<file path="src/sv/eq3_pkg.sv">
`timescale 1ns / 1ps

package eq3_pkg;

  localparam int GAIN_W     = 15;
  localparam int GAIN_FRAC  = 14;
  localparam int ORDER_W    = 6;
  localparam int INDEX_W    = 6;
  localparam int BAND_W     = 2;
  localparam int CFG_IDX_W  = 3;
  localparam int CFG_DATA_W = 15;

  localparam logic CMD_SAMPLE = 1'b0;
  localparam logic CMD_LOAD   = 1'b1;

  localparam logic [BAND_W-1:0] BAND_LOW  = 2'd0;
  localparam logic [BAND_W-1:0] BAND_MID  = 2'd1;
  localparam logic [BAND_W-1:0] BAND_HIGH = 2'd2;
  localparam logic [BAND_W-1:0] BAND_NONE = 2'd3;

  localparam logic [CFG_IDX_W-1:0] REG_LOW_GAIN      = 3'd0;
  localparam logic [CFG_IDX_W-1:0] REG_MID_GAIN      = 3'd1;
  localparam logic [CFG_IDX_W-1:0] REG_HIGH_GAIN     = 3'd2;
  localparam logic [CFG_IDX_W-1:0] REG_LOW_MID_ORDER = 3'd3;
  localparam logic [CFG_IDX_W-1:0] REG_HIGH_ORDER    = 3'd4;

  localparam logic [GAIN_W-1:0]  GAIN_RESET  = 15'd16384;
  localparam logic [ORDER_W-1:0] ORDER_RESET = 6'd31;

  // sequencer to datapath strobes
  typedef struct packed {
    logic              issue;
    logic              first;
    logic              total_clr;
    logic              gain_load;
    logic              gain_step;
    logic              capture;
    logic              ch;
    logic [BAND_W-1:0] band;
  } dp_ctl_t;

endpackage

</file>
<file path="src/sv/eq3_dp.sv">
`timescale 1ns / 1ps

module eq3_dp #(
  parameter int MAX_TAPS    = 64,
  parameter int SAMPLE_BITS = 16,
  parameter int COEF_BITS   = 16
) (
  input  logic                         clk,
  input  logic                         rst,
  input  eq3_pkg::dp_ctl_t             ctl,
  input  logic [2*SAMPLE_BITS-1:0]     hist_rdata,
  input  logic [COEF_BITS-1:0]         coef_rdata,
  input  logic [eq3_pkg::GAIN_W-1:0]   low_gain,
  input  logic [eq3_pkg::GAIN_W-1:0]   mid_gain,
  input  logic [eq3_pkg::GAIN_W-1:0]   high_gain,
  output logic [SAMPLE_BITS-1:0]       left_res,
  output logic [SAMPLE_BITS-1:0]       right_res
);

  import eq3_pkg::*;

  localparam int TAP_W  = $clog2(MAX_TAPS);
  localparam int PROD_W = SAMPLE_BITS + COEF_BITS;
  localparam int ACC_W  = PROD_W + TAP_W;
  localparam int TOT_W  = ACC_W + GAIN_W + 2;
  localparam int SH     = COEF_BITS - 1 + GAIN_FRAC;

  localparam logic [TOT_W-1:0] HALF = {{(TOT_W-1){1'b0}}, 1'b1} << (SH - 1);
  localparam logic signed [TOT_W-1:0] HI_LIM =
    {{(TOT_W-SAMPLE_BITS+1){1'b0}}, {(SAMPLE_BITS-1){1'b1}}};
  localparam logic signed [TOT_W-1:0] LO_LIM =
    {{(TOT_W-SAMPLE_BITS+1){1'b1}}, {(SAMPLE_BITS-1){1'b0}}};

  logic                       v1, v2, f1, f2;
  logic signed [SAMPLE_BITS-1:0] smp;
  logic signed [PROD_W-1:0]   prod;
  logic [ACC_W-1:0]           prod_ext;
  logic [ACC_W-1:0]           acc;
  logic [TOT_W-1:0]           sh;
  logic [GAIN_W-1:0]          g;
  logic [GAIN_W-1:0]          gain_sel;
  logic [TOT_W-1:0]           total;
  logic signed [TOT_W-1:0]    scaled;
  logic [SAMPLE_BITS-1:0]     sat;

  assign smp      = ctl.ch ? hist_rdata[2*SAMPLE_BITS-1:SAMPLE_BITS]
                           : hist_rdata[SAMPLE_BITS-1:0];
  assign prod_ext = {{TAP_W{prod[PROD_W-1]}}, prod};

  always_comb begin
    case (ctl.band)
      BAND_LOW:  gain_sel = low_gain;
      BAND_MID:  gain_sel = mid_gain;
      BAND_HIGH: gain_sel = high_gain;
      default:   gain_sel = '0;
    endcase
  end

  // round half up, then clamp to the sample range
  assign scaled = $signed(total + HALF) >>> SH;

  always_comb begin
    if (scaled > HI_LIM) begin
      sat = HI_LIM[SAMPLE_BITS-1:0];
    end else if (scaled < LO_LIM) begin
      sat = LO_LIM[SAMPLE_BITS-1:0];
    end else begin
      sat = scaled[SAMPLE_BITS-1:0];
    end
  end

  always_ff @(posedge clk) begin
    if (rst) begin
      v1 <= 1'b0;
      v2 <= 1'b0;
      f1 <= 1'b0;
      f2 <= 1'b0;
    end else begin
      v1 <= ctl.issue;
      f1 <= ctl.first;
      v2 <= v1;
      f2 <= f1;
    end
  end

  // shared multiply-accumulate
  always_ff @(posedge clk) begin
    prod <= smp * $signed(coef_rdata);
    if (v2) begin
      acc <= f2 ? prod_ext : acc + prod_ext;
    end
  end

  // band gain by shift and add, one gain bit a cycle
  always_ff @(posedge clk) begin
    if (ctl.gain_load) begin
      sh <= {{(TOT_W-ACC_W){acc[ACC_W-1]}}, acc};
      g  <= gain_sel;
    end else if (ctl.gain_step) begin
      sh <= sh << 1;
      g  <= g >> 1;
    end
    if (ctl.total_clr) begin
      total <= '0;
    end else if (ctl.gain_step && g[0]) begin
      total <= total + sh;
    end
    if (ctl.capture) begin
      if (ctl.ch) begin
        right_res <= sat;
      end else begin
        left_res <= sat;
      end
    end
  end

endmodule

</file>
<file path="config.mk">
export PLATFORM = sky130hd
export DESIGN_NAME = eq3_dp
export DESIGN_NICKNAME = d
export VERILOG_FILES = /design/src/sv/eq3_pkg.sv /design/src/sv/eq3_dp.sv
export SDC_FILE = /design/constraint.sdc
export NUM_CORES = 1
export LEC_CHECK = 0
export ABC_CLOCK_PERIOD_IN_PS = 8800
export BUFFER_PORTS_ARGS = -buffer_cell sky130_fd_sc_hd__buf_4
export CELL_PAD_IN_SITES_DETAIL_PLACEMENT = 1
export CELL_PAD_IN_SITES_GLOBAL_PLACEMENT = 1
export CORE_MARGIN = 5
export CORE_UTILIZATION = 28
export CTS_BUF_LIST = sky130_fd_sc_hd__clkbuf_16
export DETAILED_ROUTE_END_ITERATION = 12
export PLACE_DENSITY = 0.52
export SYNTH_ARGS = -nofsm -noshare
export SYNTH_HDL_FRONTEND = slang
export SYNTH_SLANG_ARGS = --single-unit
</file>
<file path="constraint.sdc">
create_clock -name clk -period 8.8 [get_ports clk]
set_clock_uncertainty 0.15 [all_clocks]
set_input_delay 0.88 -clock clk [delete_from_list [all_inputs] [get_ports clk]]
set_output_delay 0.88 -clock clk [all_outputs]
set_load 0.03 [all_outputs]
</file>
==> Yosys cells after proc, flatten, opt, wreduce, memory -nomap -nowiden <==
Index checks and enable logic that the tools add are counted.
{ "totals": {"input_bits": 104, "out_inout_bits": 32, "ff_bits": 231, "elab_cells": 34} }
{ "op_classes": {"eq_ne": 2, "reduce_logical": 5, "n_mul": 1, "magnitude_cmp": 2, "bitwise": 1, "muxes": 9, "add_sub_neg": 3} }
{ "op_table": {"columns": ["operator", "n"], "rows": [
  ["55-bit two-way mux", 2],
  ["55-bit by 29-bit adder with 55-bit output (second input constant)", 1],
  ["55-bit adder", 1],
  ["16-bit two-way mux", 3],
  ["15-bit one-hot mux with 3 select lines", 1],
  ["38-bit adder", 1],
  ["38-bit two-way mux", 1],
  ["16-bit by 16-bit multiplier with 32-bit output", 1],
  ["15-bit two-way mux", 2],
  ["26-bit by 16-bit > comparator with 1-bit output (second input constant)", 1],
  ["26-bit by 16-bit less-than comparator with 1-bit output (second input constant)", 1],
  ["2-bit AND reduction", 2],
  ["2-bit by 1-bit equality test with 1-bit output (second input constant)", 1],
  ["2-bit equality test (second input constant)", 1],
  ["2-bit logical NOT", 1],
  ["2-bit nonzero test", 1],
  ["1-bit logical AND", 1],
  ["1-bit NOT", 1]
]} }

==> Depth between registers and ports, before layout <==
{ "depth": {"depth_word": 4, "depth_mapped": 29, "mapped_depth_nobuf": 27} }

==> Worst setup path after synthesis <==
OpenSTA, ideal clock, no wires.
{ "synth_timing": {"path_kind": "input to register", "start": "input ctl[2] (netlist name)", "end": "register prod[30]", "slack_ps": 1133, "arrival_ps": 7444, "cell_stages": 25, "n_path_buf": 3, "path_cell_list": "clkbuf_1 -> buf_1 -> mux2_2 -> clkbuf_1 -> and2_1 -> fa_1 -> inv_1 -> fa_1 -> fa_1 -> fa_1 -> inv_1 -> fa_1 -> inv_1 -> fa_1 -> inv_1 -> ha_1 -> a21o_1 -> a211o_1 -> a211oi_1 -> o21ai_1 -> a41oi_1 -> a21oi_1 -> a31o_2 -> a21oi_1 -> xnor2_1"} }
{ "synth_via": {"elab_chain_cells": 2} }
{ "synth_rtl": {"columns": ["item", "line", "source"], "rows": [
  ["start, declared", "eq3_dp.sv:10", "input eq3_pkg::dp_ctl_t ctl,"],
  ["16-bit two-way mux", "eq3_dp.sv:46", "assign smp = ctl.ch ? hist_rdata[2*SAMPLE_BITS-1:SAMPLE_BITS]"],
  ["16-bit by 16-bit multiplier with 32-bit output", "eq3_dp.sv:88", "prod <= smp * $signed(coef_rdata);"],
  ["end signal, assigned", "eq3_dp.sv:88", null],
  ["end, declared", "eq3_dp.sv:36", "logic signed [PROD_W-1:0] prod;"]
]} }
No other way between the ends.
A chain may end at the register's enable or synchronous reset.

==> Worst setup path after layout <==
Ends and elaborated chain as after synthesis.

==> impl_metrics.tcl <==
set metrics [dict create \
    yosysSeqAreaShare_pct 25.49 \
    grt_max_degree 87 \
    synthTopCellsByArea "fa_1, edfxtp_1, ha_1" \
    finalMaxSlewViolations 0 \
    antenna_cells 0 \
    nets 3162 \
    cts-resized-gates 0 \
    multi_input_area_um2 15820 \
    vias_per_cell 4.590 \
    setup_violations 0 \
    hold_path.startpoint "v1" \
    holdPathStages 1 \
    r2r_setup_slack_ns 4.78 \
    yosys.cell_types.count 75 \
    worstHoldEndpoint "v2" \
    crit_slowest_cell "fa_1" \
    end_kind "flip-flop" \
    netlist_instances 2538 \
    fill_cells 9706 \
    post_cts_buffers 0 \
    slowest_delay_ns 0.56 \
    relSlewSlack_pct 30.08 \
    r2r-end "total[48]" \
    wl_per_cell_um 16.65 \
    path_max_fanout 18 \
    critPathBufInv 5 \
    htreeDepth 1 \
    clk_pin_slew_ns 0.06 \
    first_pass_iters 5 \
    synthMostInstantiatedCell "inv_1" \
    synthFlopType "edfxtp_1" \
    yosys_warnings 0 \
    worst_pin_slew_ns 1.049 \
    synth_top_area_share_pct 22.35 \
    numPortBuffers 135 \
    hpwl_um 51590 \
    numCtsBuffers 27 \
    synth-edff-count 140 \
    area.growth.synth_to_final_pct 12.86 \
    finalNonFillerCells 3775 \
    drt-initial-drc-count 552 \
    syn_nets 3080 \
    cp.required_ns 9.15 \
    antenna_found_initial 0 \
    row_count 106 \
    route.detailed.drc 0 \
    finalCritPeriodShare_pct 83.87 \
    clock_path_buffers 3 \
    finalCriticalPeriod_ns 7.381 \
    initial_core_util_pct 28.25 \
    synthTopCellsByCount "inv_1, nand2_1, fa_1, a21oi_1, ha_1" \
    worstPathCellList "buf_4 > mux2_2 > and2_1 > fa_1 > inv_1 > fa_1 > fa_1 > fa_1 > inv_1 > fa_1 > inv_1 > fa_1 > inv_1 > ha_1 > a21o_1 > a211o_1 > a211oi_1 > o21ai_1 > a41oi_1 > a21oi_1 > a31o_2 > a21oi_1 > xnor2_1" \
    rsz0062_at_grt "no" \
    regArea_um2 6028 \
    ctsHoldBuffers 0 \
    r2r_cells 14 \
    grt_overflow 0 \
    via_count 17330 \
    avgSynthCellArea_um2 9.316 \
    gp_congestion 0.8096 \
    placed_cells 3725 \
    ios 136 \
    tns_ns 0 \
    core_um2 83690 \
    status "completed" \
    crit_path_frequent_cell "fa_1" \
    start_kind "input port" \
    hold_viol_final 0 \
    fp.dieW_um 300.6 \
    maxCapViolCount 0 \
    ant_nets 0 \
    grt.total_usage_pct 13.92 \
    wirelength_um 62840 \
    synthArstFlopShare_pct 0 \
    drive_gt1_share_pct 10.64 \
    clkSinkCount 231 \
    max_freq_ghz 0.1355 \
    ys_ff_latch 231 \
    clk_latency_ns 0.57 \
    grt_pass1_wl_um 104200 \
    criticalPathCategory "in -> reg" \
    yosys.area.top_type "fa_1" \
    regToRegStartpoint "sh[0]" \
    cts_tree "done" \
    syn_area_um2 23640 \
    root_buffer "clkbuf_16" \
    die-area_um2 90350 \
    hp-class "reg -> reg" \
    crit_arrival_ns 7.73 \
    crit_family "adder cells" \
    grt_pass1_vias 19200 \
    die_h_um 300.6 \
]
-- registers in the layout, indices dropped and copies added, names as in the netlist --
register   cells
total         55
right_res     16
left_res      16
g             15
sh            55
f2             1
f1             1
v2             1
v1             1
acc           38
prod          32
-- through the flow --
stage | utilization [%] | setup WS, ns | cell area [um2] | hold slack, ns
after detailed placement | 30.81 | 0.7927 | 25780 | 0.2905
after global placement | 30.81 | 0.8567 | 25780 | 0.2761
after CTS | 31.89 | 1.375 | 26690 | 0.2968
after floorplan | - | 1.133 | 23640 | 0.2638
final | 31.89 | 1.419 | 26690 | 0.2931
after global routing | 31.89 | 1.046 | 26690 | 0.3070
-- layout by cell type, fill, tap and decap left out, types with 27 or more instances in the layout --
| master | synthesis | layout |
|---|---|---|
| nor2b_1 | 31 | 31 |
| nand3_1 | 33 | 33 |
| a21oi_1 | 179 | 179 |
| clkbuf_16 | 0 | 27 |
| nand2_1 | 294 | 293 |
| buf_4 | 0 | 142 |
| dfxtp_1 | 91 | 89 |
| xnor2_1 | 83 | 83 |
| xor2_1 | 53 | 53 |
| ha_1 | 174 | 174 |
| edfxtp_1 | 140 | 140 |
| mux2_2 | 55 | 55 |
| nor2_1 | 107 | 107 |
| fa_1 | 264 | 264 |
| a21o_1 | 62 | 62 |
| o21ai_0 | 117 | 117 |
| and2_1 | 124 | 124 |
| inv_1 | 387 | 392 |
-- cells by family after synthesis --
logic type      count (synthesis)  synth area share [%]
mux                            72                 3.339
xor+xnor                      136                 5.038
simple gates                  682                 13.66
buf+inv                       476                 7.620
fa+ha+maj                     438                 31.56
compound gates                503                 13.29
flops                         231                 25.49
-- worst register-to-register path: cells and delay by family (launching register included) --
kind	cells	cell delay, ns
buffers and inverters	1	0.06
AO/OA/AOI/OAI	9	2.49
AND/OR/NAND/NOR	1	0.19
flip-flops	1	0.35
XOR/XNOR	1	0.16
adder cells (fa/ha/maj)	2	0.58
-- final cells by class --
class	count	share of cell area, %
well taps	1134	5.317
multi-input cells	1831	59.28
clock buffers	27	2.532
repair buffers	142	3.995
inverters	387	5.444
clock inverters	23	0.8440
flip-flops and latches	231	22.59
-- routing by layer --
metal	share of wire [%]	vias up	GRT usage [%]
met5	0	-	0
met4	2.0	0	2.829
met3	2.1	66	1.053
met2	49	162	24.85
met1	47	8588	18.62
li1	-	8510	-
-- worst max-delay path by stage --
stage                     endpoint  cells after the start  startpoint  slack (ns)
after global routing      prod[30]                     23      ctl[2]        1.05
final                     prod[30]                     23      ctl[2]        1.42
after floorplan           prod[30]                     25      ctl[2]        1.13
after global placement    prod[30]                     23      ctl[2]        0.86
after detailed placement  prod[30]                     23      ctl[2]        0.79
after CTS                 prod[30]                     23      ctl[2]        1.38
Power is not shown: default switching activity piles up to over one toggle a cycle in this logic, so the estimate is an artifact.
