`config.mk`:
```
export PLATFORM = sky130hd
export DESIGN_NAME = eq3_ctrl
export DESIGN_NICKNAME = d
export VERILOG_FILES = /design/src/sv/eq3_pkg.sv /design/src/sv/eq3_ctrl.sv
export SDC_FILE = /design/constraint.sdc
export NUM_CORES = 1
export LEC_CHECK = 0
export BUFFER_PORTS_ARGS = -buffer_cell sky130_fd_sc_hd__buf_2
export CAP_MARGIN = 20
export CORE_MARGIN = 5
export CORE_UTILIZATION = 49
export DETAILED_ROUTE_END_ITERATION = 8
export MAX_ROUTING_LAYER = met4
export PLACE_DENSITY = 0.86
export SLEW_MARGIN = 30
export SYNTH_ARGS = -nofsm -noshare
export SYNTH_HDL_FRONTEND = slang
export SYNTH_SLANG_ARGS = --single-unit
```
`constraint.sdc`:
```
create_clock -name clk -period 5.6 [get_ports clk]
set_clock_uncertainty 0.05 [all_clocks]
set_input_delay 0.56 -clock clk [delete_from_list [all_inputs] [get_ports clk]]
set_output_delay 0.56 -clock clk [all_outputs]
set_load 0.03 [all_outputs]
```
`src/sv/eq3_pkg.sv`:
```
`timescale 1ns / 1ps

package eq3_pkg;

  localparam int GAIN_W     = 15;
  localparam int GAIN_FRAC  = 14;
  localparam int ORDER_W    = 6;
  localparam int INDEX_W    = 6;
  localparam int BAND_W     = 2;
  localparam int CFG_IDX_W  = 3;
  localparam int CFG_DATA_W = 15;

  localparam logic CMD_SAMPLE = 1'b0;
  localparam logic CMD_LOAD   = 1'b1;

  localparam logic [BAND_W-1:0] BAND_LOW  = 2'd0;
  localparam logic [BAND_W-1:0] BAND_MID  = 2'd1;
  localparam logic [BAND_W-1:0] BAND_HIGH = 2'd2;
  localparam logic [BAND_W-1:0] BAND_NONE = 2'd3;

  localparam logic [CFG_IDX_W-1:0] REG_LOW_GAIN      = 3'd0;
  localparam logic [CFG_IDX_W-1:0] REG_MID_GAIN      = 3'd1;
  localparam logic [CFG_IDX_W-1:0] REG_HIGH_GAIN     = 3'd2;
  localparam logic [CFG_IDX_W-1:0] REG_LOW_MID_ORDER = 3'd3;
  localparam logic [CFG_IDX_W-1:0] REG_HIGH_ORDER    = 3'd4;

  localparam logic [GAIN_W-1:0]  GAIN_RESET  = 15'd16384;
  localparam logic [ORDER_W-1:0] ORDER_RESET = 6'd31;

  // sequencer to datapath strobes
  typedef struct packed {
    logic              issue;
    logic              first;
    logic              total_clr;
    logic              gain_load;
    logic              gain_step;
    logic              capture;
    logic              ch;
    logic [BAND_W-1:0] band;
  } dp_ctl_t;

endpackage

```
`src/sv/eq3_ctrl.sv`:
```
`timescale 1ns / 1ps

module eq3_ctrl #(
  parameter int MAX_TAPS    = 64,
  parameter int SAMPLE_BITS = 16,
  parameter int COEF_BITS   = 16,
  localparam int TAP_W      = $clog2(MAX_TAPS)
) (
  input  logic                          clk,
  input  logic                          rst,
  input  logic                          in_valid,
  output logic                          in_ready,
  input  logic                          in_cmd,
  input  logic [2*SAMPLE_BITS-1:0]      in_pair,
  input  logic [eq3_pkg::BAND_W-1:0]    in_band,
  input  logic [eq3_pkg::INDEX_W-1:0]   in_index,
  input  logic [COEF_BITS-1:0]          in_coef,
  input  logic [eq3_pkg::ORDER_W-1:0]   low_mid_order,
  input  logic [eq3_pkg::ORDER_W-1:0]   high_order,
  input  logic                          out_free,
  output logic                          hist_we,
  output logic [TAP_W-1:0]              hist_waddr,
  output logic [2*SAMPLE_BITS-1:0]      hist_wdata,
  output logic [TAP_W-1:0]              hist_raddr,
  output logic                          coef_we,
  output logic [TAP_W+1:0]              coef_waddr,
  output logic [COEF_BITS-1:0]          coef_wdata,
  output logic [TAP_W+1:0]              coef_raddr,
  output eq3_pkg::dp_ctl_t              ctl,
  output logic                          res_valid
);

  import eq3_pkg::*;

  typedef enum logic [6:0] {
    ST_CLEAR = 7'b0000001,
    ST_IDLE  = 7'b0000010,
    ST_TAP   = 7'b0000100,
    ST_DRAIN = 7'b0001000,
    ST_GAIN  = 7'b0010000,
    ST_ROUND = 7'b0100000,
    ST_OUT   = 7'b1000000
  } state_t;

  localparam logic [TAP_W-1:0] TOP_TAP    = TAP_W'(MAX_TAPS - 1);
  localparam logic [3:0]       DRAIN_LAST = 4'd2;
  localparam logic [3:0]       GAIN_LAST  = 4'(GAIN_W - 1);

  state_t            state, state_next;
  logic [TAP_W+1:0]  clr_addr;
  logic [TAP_W-1:0]  wptr, raddr, tap;
  logic [TAP_W-1:0]  lm_order, hi_order, last_tap;
  logic [BAND_W-1:0] band;
  logic              ch;
  logic [3:0]        cnt;
  logic              accept, take_sample, load_ok, clearing;

  assign lm_order = (32'(low_mid_order) > MAX_TAPS - 1) ? TOP_TAP : TAP_W'(low_mid_order);
  assign hi_order = (32'(high_order) > MAX_TAPS - 1) ? TOP_TAP : TAP_W'(high_order);
  assign last_tap = (band == BAND_HIGH) ? hi_order : lm_order;

  assign clearing    = (state == ST_CLEAR);
  assign in_ready    = (state == ST_IDLE);
  assign accept      = in_valid && in_ready;
  assign take_sample = accept && (in_cmd == CMD_SAMPLE);
  assign load_ok     = (in_band != BAND_NONE) && (32'(in_index) < MAX_TAPS);

  assign hist_we    = clearing || take_sample;
  assign hist_waddr = clearing ? clr_addr[TAP_W-1:0] : wptr + TAP_W'(1);
  assign hist_wdata = clearing ? '0 : in_pair;
  assign hist_raddr = raddr;

  assign coef_we    = clearing || (accept && (in_cmd == CMD_LOAD) && load_ok);
  assign coef_waddr = clearing ? clr_addr : {in_band, TAP_W'(in_index)};
  assign coef_wdata = clearing ? '0 : in_coef;
  assign coef_raddr = {band, tap};

  assign ctl.issue     = (state == ST_TAP);
  assign ctl.first     = (tap == '0);
  assign ctl.total_clr = (state == ST_TAP) && (tap == '0) && (band == BAND_LOW);
  assign ctl.gain_load = (state == ST_DRAIN) && (cnt == DRAIN_LAST);
  assign ctl.gain_step = (state == ST_GAIN);
  assign ctl.capture   = (state == ST_ROUND);
  assign ctl.ch        = ch;
  assign ctl.band      = band;

  assign res_valid = (state == ST_OUT) && out_free;

  always_comb begin
    state_next = state;
    case (state)
      ST_CLEAR: begin
        if (clr_addr == '1) state_next = ST_IDLE;
      end
      ST_IDLE: begin
        if (take_sample) state_next = ST_TAP;
      end
      ST_TAP: begin
        if (tap == last_tap) state_next = ST_DRAIN;
      end
      ST_DRAIN: begin
        if (cnt == DRAIN_LAST) state_next = ST_GAIN;
      end
      ST_GAIN: begin
        if (cnt == GAIN_LAST) state_next = (band == BAND_HIGH) ? ST_ROUND : ST_TAP;
      end
      ST_ROUND: begin
        state_next = ch ? ST_OUT : ST_TAP;
      end
      ST_OUT: begin
        if (out_free) state_next = ST_IDLE;
      end
      default: state_next = ST_CLEAR;
    endcase
  end

  always_ff @(posedge clk) begin
    if (rst) begin
      state    <= ST_CLEAR;
      clr_addr <= '0;
      wptr     <= '0;
      raddr    <= '0;
      tap      <= '0;
      band     <= BAND_LOW;
      ch       <= 1'b0;
      cnt      <= '0;
    end else begin
      state <= state_next;
      case (state)
        ST_CLEAR: begin
          clr_addr <= clr_addr + 1'b1;
        end
        ST_IDLE: begin
          if (take_sample) begin
            wptr  <= wptr + TAP_W'(1);
            raddr <= wptr + TAP_W'(1);
            tap   <= '0;
            band  <= BAND_LOW;
            ch    <= 1'b0;
          end
        end
        ST_TAP: begin
          if (tap == last_tap) begin
            cnt <= '0;
          end else begin
            tap   <= tap + TAP_W'(1);
            raddr <= raddr - TAP_W'(1);
          end
        end
        ST_DRAIN: begin
          cnt <= (cnt == DRAIN_LAST) ? '0 : cnt + 4'd1;
        end
        ST_GAIN: begin
          if (cnt == GAIN_LAST) begin
            cnt <= '0;
            if (band != BAND_HIGH) begin
              band  <= band + 2'd1;
              tap   <= '0;
              raddr <= wptr;
            end
          end else begin
            cnt <= cnt + 4'd1;
          end
        end
        ST_ROUND: begin
          ch    <= 1'b1;
          band  <= BAND_LOW;
          tap   <= '0;
          raddr <= wptr;
        end
        default: begin
        end
      endcase
    end
  end

  a_no_write_in_taps: assert property (@(posedge clk) disable iff (rst)
    (state == ST_TAP) |-> (!hist_we && !coef_we))
    else $error("memory write during tap walk");

  a_tap_bound: assert property (@(posedge clk) disable iff (rst)
    (state == ST_TAP) |-> (tap <= last_tap))
    else $error("tap index past filter order");

  a_first_tap_newest: assert property (@(posedge clk) disable iff (rst)
    ((state == ST_TAP) && (tap == '0)) |-> (raddr == wptr))
    else $error("first tap does not read newest sample");

  a_load_stays_idle: assert property (@(posedge clk) disable iff (rst)
    (accept && (in_cmd == CMD_LOAD)) |=> (state == ST_IDLE))
    else $error("coefficient beat left idle");

  a_right_then_out: assert property (@(posedge clk) disable iff (rst)
    ((state == ST_ROUND) && ch) |=> (state == ST_OUT))
    else $error("result not offered after right channel");

endmodule

```
---- Yosys cells after proc, flatten, opt, wreduce, memory -nomap -nowiden ----
Index checks and enable logic that the tools add are counted.
cells by class
  add/subtract/negate cells ............... 6
  multipliers ............................. 0
  div/mod/pow operators ................... 0
  order comparisons ....................... 0
  equal/unequal tests ..................... 22
  shifts and indexed selects .............. 0
  muxes and demuxes ....................... 34
  bitwise gates (word level) .............. 1
  reduce and logical (&&, ||, !) cells .... 22
operators with widths
  operator             number
  $mux 6               11
  $mux 7               7
  $pmux 7 s7           1
  $pmux 6 s4           2
  $mux 32              1
  $mux 16              1
  $add 6x1->6 const B  2
  $mux 4               3
  $ne 2x1->1 const B   6
  $pmux 4 s3           1
  $add 8x1->8 const B  1
  $eq 8x8->1 const B   1
  $logic_and 1x1->1    8
  $mux 8               1
  $ne 2x2->1 const B   4
  $eq 7x1->1 const B   1
  $eq 7x2->1 const B   1
  $eq 7x3->1 const B   1
  $eq 7x4->1 const B   1
  $eq 7x5->1 const B   1
  $eq 7x6->1 const B   1
  $eq 7x7->1 const B   1
  $eq 6x6->1           1
  $logic_not 6->1      1
  20 further kinds     26
storage, ports and cells
  bits in registers ....................... 40
  bits in latches ......................... 0
  memory bits (writable) .................. 0
  ROM bits ................................ 0
  bits of input ports ..................... 73
  output and inout port bits .............. 89
  word-level logic and storage cells ...... 93
  memories kept ........................... 0

---- Logic depth before layout (Yosys ltp) ----
Gate-level depths: netlist of run 1.
  depth in word-level cells ............... 5
  mapped depth ............................ 10

---- Worst setup path after synthesis of run 1 ----
OpenSTA, ideal clock, no wires.
  path type ............................... register to register
  start ................................... register band[0]
  end ..................................... register raddr[0] (netlist: hist_raddr[0])
  data arrival time ....................... 2642 ps
  data required time ...................... 5479 ps
  setup slack ............................. 2837 ps
  stages on the path, launching flop included .. 10
  cell sequence ........................... dfxtp_1 -> inv_1 -> ha_1 -> buf_4 -> mux2i_1 -> xnor2_1 -> or4_4 -> o31ai_4 -> mux2_4 -> a21oi_1
on the way
  longest elaborated chain between the ends .. 5
  elaborated cells between the ends (all ways) .. 7
  those cells by class .................... 5 x eq/ne; 1 x mux; 1 x reduce/logical
ends and longest elaborated chain
  element                       line             RTL
  start, declared               eq3_ctrl.sv:53   logic [BAND_W-1:0] band;
  start signal, assigned        eq3_ctrl.sv:157  band <= band + 2'd1;
  $eq 2x2->1                    eq3_ctrl.sv:60   assign last_tap = (band == BAND_HIGH) ? hi_order : lm_order;
  $mux 6                        eq3_ctrl.sv:60
  $eq 6x6->1                    eq3_ctrl.sv:143  if (tap == last_tap) begin
  $ne 2x2->1 (no line)          n/a
  $reduce_and 5->1 (no line) *  n/a
  end signal, assigned          eq3_ctrl.sv:136  raddr <= wptr + TAP_W'(1);
  end signal, assigned          eq3_ctrl.sv:147  raddr <= raddr - TAP_W'(1);
  end signal, assigned          eq3_ctrl.sv:159  raddr <= wptr;
  end, declared                 eq3_ctrl.sv:51   logic [TAP_W-1:0] wptr, raddr, tap;
Mark *: on every way between the ends. The rest lies on a longest branch, timed or not.
A chain may end at the register's enable or synchronous reset.

---- Worst setup path in the final report of run 1 ----
Ends and elaborated chain as after synthesis.

==> results of run 1 <==
==> cells in the final DEF, fill, tap and decap left out, types with 2 or more instances in the layout <==
cell type and count:
a211oi_1 4, a21oi_1 21, a21oi_2 3, a2bb2oi_1 2
a311oi_1 3, and2_1 49, and3_1 7, buf_2 161
clkbuf_1 2, clkbuf_8 6, dfxtp_1 40, ha_1 9
inv_1 17, mux2_4 2, mux2i_1 6, nand2_1 50
nand2b_1 7, nand3_1 13, nand3b_1 2, nand4_1 4
nor2_1 36, nor2b_1 4, nor3_1 9, nor3_4 2
nor3b_1 2, nor4b_1 4, o21ai_0 15, o21ai_2 5
o31ai_1 3, o32ai_1 3, or3_1 7, or4_1 4
xnor2_1 13, xor2_1 10
==> layout make-up <==
cell class / count / share of cell area (%)
clock buffer: 8 / 2.321
inverter: 17 / 1.644
multi-input combinational: 319 / 52.03
sequential: 40 / 20.63
tap: 75 / 2.418
timing repair buffer: 162 / 20.95
==> kinds of logic after synthesis <==
kind of cell    synth area share (%)
simple gates                   36.80
compound gates                 16.46
buf+inv                        7.013
flops                          26.40
xor+xnor                       6.642
fa+ha+maj                      3.713
mux                            2.970
==> worst max-delay path: stages, from the launching register on <==
cell	delay (ps)
dfxtp_1	340
inv_1	90
ha_1	430
mux2i_1	290
xnor2_1	120
or4_4	530
o31ai_4	710
mux2_4	350
a21oi_1	110
==> state kept, by name, summed over array words and instances (netlist names) <==
register / flops
clr_addr: 8
state: 7
hist_raddr: 6
tap: 6
wptr: 6
cnt: 4
band: 2
ch: 1
==> through the flow <==
step	worst slack, ps	std cells	cell area, sq um
finish	2476	621	3881
global route	2239	621	3881
CTS	2483	621	3881
detailed placement	2510	613	3791
global placement	2619	613	3791
floorplan	2837	404	3033
==> routing by layer <==
| layer | vias to the layer above | track usage (%) | routed length (um) |
|---|---|---|---|
| met5 | - | - | 0 |
| met4 | 0 | 7.692 | 174 |
| met3 | 18 | 5.587 | 433 |
| met2 | 92 | 36.37 | 4623 |
| met1 | 1486 | 28.95 | 3982 |
| li1 | 1663 | - | - |
==> report_power, final <==
group,internal [uW],switching [uW],total (uW)
logic,95.4,197,292
clock network,101,99.2,200
registers,292,11.0,303
==> worst max path at each step <==
stage                                    start                          to  slack [ps]  depth (start not counted)
final                     band[0]$_SDFFE_PP0P_  hist_raddr[0]$_SDFFE_PP0P_        2480                          8
after detailed placement  band[0]$_SDFFE_PP0P_  hist_raddr[0]$_SDFFE_PP0P_        2510                          8
after global routing      band[1]$_SDFFE_PP0P_  hist_raddr[0]$_SDFFE_PP0P_        2240                          7
after floorplan           band[0]$_SDFFE_PP0P_  hist_raddr[0]$_SDFFE_PP0P_        2840                          9
after CTS                 band[0]$_SDFFE_PP0P_  hist_raddr[0]$_SDFFE_PP0P_        2480                          8
after global placement    band[0]$_SDFFE_PP0P_  hist_raddr[0]$_SDFFE_PP0P_        2620                          8
==> results.md, run 1 <==
- Reg2reg end: hist_raddr[0]$_SDFFE_PP0P_
- CP Capture Type: register
- Hold Startpoint: wptr[1]$_SDFFE_PP0P_
- Aggregate routed wire length: between 9 and 10 mm
- # hold bufs at CTS: 0
- Clock Pin Slew Worst Setup and Hold Paths: approximately 70 ps
- Max cap viols: 0
- Ports: about 160
- Gr usage total: a little under a quarter
- Worst-Margin Slew: roughly 860 ps
- Initial core utilization: ~51%
- Final Cycle Share: 55.78%
- Critical R2R Launch: band[0]$_SDFFE_PP0P_
- Most frequent cell after synthesis: nand2_1
- Top cells by count, synth: nand2_1 (50), and2_1 (49), dfxtp_1 (40), nor2_1 (36), a21oi_1 (21)
- First-pass DRT Iterations: 4
- Chip width: between 80 and 90 um
- FF-to-FF setup slack: 2480 ps
- FFs w/ async S/R, synth: 0%
- Vias in the first global route: between 3,000 and 4,000
- Row count: 28
- Yosys top cell by area: dfxtp_1
- Multi-input logic area: approximately 2000 sq um
- Register area: 800.8 sq um
- Hold_ws: about 440 ps
- Nets: between 600 and 700
- HPWL after DPL: ~7.3 mm
- Insertion delay of the later-clocked pin in the worst-skew pair: 300 ps
- Post-synth EDFFs: 0
- Max clock buf depth: 2
- Iteration-0 DRC Markers: about 240
- CTS root buf: clkbuf_8
- Die outline height: around 89 um
- WL/cell: about 15 um
- Status: finished clean
- Fmax: around 320 MHz
- Largest net degree at the start of global routing: 54
- Synth Warn #: 0
- Gpl congestion: between 0.9 and 1
- Worst Path Required: around 5800 ps
- IO buf count: ~160
- Cell count after synthesis: roughly 400
- Yosys cell types: 57
- Die footprint: slightly below 8000 sq um
- Power Total: approximately 800 uW
- Hold WC Path Type: register to register
- Number of CTS-inserted buffers: 5
- Core Util, Final: 65.17%
- Leak: about 0.0019 uW
- Average cell area after synthesis: around 7.5 sq um
- Routed Antenna Nets: 0
- #FFs+latches synth: 40
- Layout cells sized above 1: about 34%
- Mapped Nets: 486
- Top post-synthesis cells by area: dfxtp_1 (26%), and2_1 (10%), nand2_1 (6.2%)
- Post-route DRC: 0
- Vias: between 3,000 and 4,000
- CP startpoint kind: register
- Seq/Total Area, Yosys: roughly a quarter
- Htree depth: 2
- # setup viols final: 0
- RSZ-0062 raised after global routing: false
- Tmin final: between 3000 and 4000 ps
- Most common flop cell mapped by yosys: dfxtp_1
- Worst-path fanout max: 17
- Hold Fails Final Rpt: 0
- Core area: a little under 6000 sq um
- Post-CTS sizing: 0
- P&R area growth vs syn: 27.97%
- Initial antenna violation count: 0
- Slew HR: 42.56%
- Final antenna diode count: 0
- Hold-critical path endpoint: wptr[1]$_SDFFE_PP0P_
- Setup Buffers After CTS: 0
- CTS tree: yes
- Final Max Tran Viols: 0
- Routed vias/inst: 5.248
- Critical path class: register to register
- Total gr overflow: 0
- WP data arrival: between 3000 and 4000 ps
- Clock sinks: 40
- Worst Hold Depth: 2
- Fill count: approximately 520
- Post-Syn Area: a little over 3000 sq um
- Setup TNS Final: 0 ps
- Worst reg-to-reg path cell count: 8
- First-pass GRT wire length: 14.24 mm
- Synth top area share: 26.40%
- Peak supply drop: about 220 uV
- Cell Pwr Density: just over 200 nW/um^2
Power figures use the tool's default switching activity.
==> run 2, diff against run 1 <==
--- a/config.mk
+++ b/config.mk
@@ -8,10 +8,10 @@
 export BUFFER_PORTS_ARGS = -buffer_cell sky130_fd_sc_hd__buf_2
 export CAP_MARGIN = 20
 export CORE_MARGIN = 5
-export CORE_UTILIZATION = 49
+export CORE_UTILIZATION = 41
 export DETAILED_ROUTE_END_ITERATION = 8
 export MAX_ROUTING_LAYER = met4
-export PLACE_DENSITY = 0.86
+export PLACE_DENSITY = 0.77
 export SLEW_MARGIN = 30
 export SYNTH_ARGS = -nofsm -noshare
 export SYNTH_HDL_FRONTEND = slang
==> constraint.sdc (replaced) <==
create_clock -name clk -period 2.7 [get_ports clk]
set_clock_uncertainty 0.05 [all_clocks]
set_input_delay 0.27 -clock clk [delete_from_list [all_inputs] [get_ports clk]]
set_output_delay 0.27 -clock clk [all_outputs]
set_load 0.03 [all_outputs]
==> run 2 against run 1 <==
  * Sequential power up 110%
  * Setup slack lost 2300 ps
  * First-iteration DRC count decreased by 34%
  * Highest routed layer unchanged
  * Maximum frequency grew 23%
  * Register-to-register slack got worse by 2300 ps
  * Clock-buffer cell count unchanged
  * Cell area grew 5.0%
  * Utilization is 8.7 points lower
  * Sequential share of layout area shrank 0.91 points
  * Largest cell class unchanged
==> results.md, run 2 (synthesis results as in run 1) <==
- # hold bufs at CTS: 0
- HPWL after DPL: roughly 7.6 mm
- Cell Pwr Density: 410.4 nW/um^2
- Fmax: approximately 390 MHz
- Vias in the first global route: about 3,100
- Final Cycle Share: around 94%
- Sequential share of power: between 30 and 40%
- Worst Setup Slack, final: 166.2 ps
- Fill count: between 700 and 800
- Psw: 646.3 uW
- First-pass GRT wire length: between 10 and 15 mm
- Hold_ws: ~270 ps
- Insertion delay of the later-clocked pin in the worst-skew pair: around 300 ps
- Initial antenna violation count: 0
- Worst-Margin Slew: 473.1 ps
- Gpl congestion: about 0.87
- P&R area growth vs syn: 34.32%
- Largest net degree at the start of global routing: 54
- Final Max Tran Viols: 0
- CTS root buf: clkbuf_8
- Clock Pin Slew Worst Setup and Hold Paths: about 80 ps
- Worst-path fanout max: 13
- Peak supply drop: 374.5 uV
- CP Capture Type: register
- First-pass DRT Iterations: 4
- Aggregate routed wire length: roughly 9.5 mm
- Final antenna diode count: 0
- # setup viols final: 0
- Total gr overflow: 0
- Routed Antenna Nets: 0
- Crit-path leading delay family: multiplexers
- Register area: 803.3 sq um
- Pint: 1026 uW
- Max FFs per register: 8
- Slew HR: 68.01%
- Critical-path cell list: inv_1 -> ha_4 -> mux2i_2 -> xnor2_1 -> or4_4 -> o31ai_4 -> buf_12 -> mux2_4 -> a21oi_1
- Switching Fraction: 38.66%
- Slowest stage delay, CP: approximately 530 ps
- Pre-CTS setup slack: approximately 48 ps
- Hold Fails Final Rpt: 0
- Status: finished clean
- Routed vias/inst: 5.032
- CP startpoint kind: register
- WL/cell: 14.38 um
- Multi-input logic area: roughly 2000 sq um
- Initial core utilization: a little over two fifths
- IO buf count: 161
- Vias: around 3,300
- Gr usage total: 20.66%
- WP buf/inv: 2
- Max cap viols: 0
- Top reg by flops: clr_addr
- Critical path class: register to register
- Leak: about 0.002 uW
- Hold WC Path Type: input port to register
- WP data arrival: around 2700 ps
- Largest regs: clr_addr x8, state x7
- Number of CTS-inserted buffers: 5
- Power share of the combinational group: 37.6%
- RSZ-0062 raised after global routing: false
- Clock sinks: 40
- Die outline height: roughly 96 um
- Max clock buf depth: 2
- Core area: 7214 sq um
- CTS tree: yes
- Commonest non-fill, non-tap cells in the layout: buf_2 (161), nand2_1 (50), and2_1 (49)
- Row count: 31
- Iteration-0 DRC Markers: around 150
- Ports: 162
- Layout cells sized above 1: between 30% and 40%
- Die footprint: ~9200 sq um
- Worst Path Required: between 2000 and 3000 ps
- Tmin final: about 2500 ps
- Nets: about 640
- Commonest non-fill, non-tap cell in the layout: buf_2
- Htree depth: 2
- Setup TNS Final: 0 ps
- Clk pwr share: between 20% and 30%
- CP max stage cell: or4_4
- Post-route DRC: 0
- Chip width: 96.01 um
[run 2: metal layers]
| layer | up-vias | GRT usage, % | share of wire (%) |
|---|---|---|---|
| li1 | 1698 | - | - |
| met1 | 1541 | 26.40 | 42 |
| met2 | 83 | 33.41 | 52 |
| met3 | 9 | 3.284 | 4.3 |
| met4 | 0 | 6.517 | 1.4 |
| met5 | - | - | 0 |
[run 2: power groups by stage]
stage / registers [uW] / clock network, uW / logic (uW)
final: 626 / 418 / 628
after CTS: 626 / 431 / 628
after floorplan: 638 / 0 / 424
after global placement: 638 / 0 / 617
after global routing: 628 / 455 / 679
after detailed placement: 640 / 0 / 625
[run 2: cell type report]
cell class	instances	area share, %
Inverter	17	1.566
Multi-Input combinational cell	319	50.06
Timing Repair Buffer	179	23.40
Clock buffer	8	2.211
Sequential cell	40	19.72
Tap cell	99	3.041
[run 2: stage by stage]
stage / std cells / power, uW / instance area, sq um / utilization [%]
2_1_floorplan: 404 / 1061 / 3035 / -
3_3_place_gp: 650 / 1256 / 3934 / 54.53
3_5_place_dp: 650 / 1265 / 3934 / 54.53
4_1_cts: 658 / 1685 / 4024 / 55.78
5_1_grt: 662 / 1762 / 4074 / 56.47
6_report: 662 / 1672 / 4074 / 56.47
[run 2: path summary, 6_finish.rpt]
| check | startpoint | to | slack, ps | cells after the start |
|---|---|---|---|---|
| worst max-delay path | band[0]$_SDFFE_PP0P_ | hist_raddr[0]$_SDFFE_PP0P_ | 170 | 9 |
| worst min-delay path | out_free | state[6]$_SDFFE_PP0P_ | 270 | 3 |
| worst max register to register | band[0]$_SDFFE_PP0P_ | hist_raddr[0]$_SDFFE_PP0P_ | 170 | 9 |
| worst min register to register | hist_raddr[4]$_SDFFE_PP0P_ | hist_raddr[4]$_SDFFE_PP0P_ | 440 | 2 |
[run 2: what timing repair did]
item | 4_1_cts | 5_1_grt
resized for setup | 0 | 4
buffers inserted | 0 | 4
endpoints found under the setup margin | 0 | 11
[run 2: worst reg2reg max path: cells and delay by family (launching register included)]
| family | cells | cell delay [ps] |
|---|---|---|
| flops | 1 | 340 |
| mux | 2 | 570 |
| fa+ha+maj | 1 | 210 |
| simple gates | 1 | 530 |
| buf+inv | 2 | 300 |
| xor+xnor | 1 | 120 |
| compound gates | 2 | 350 |
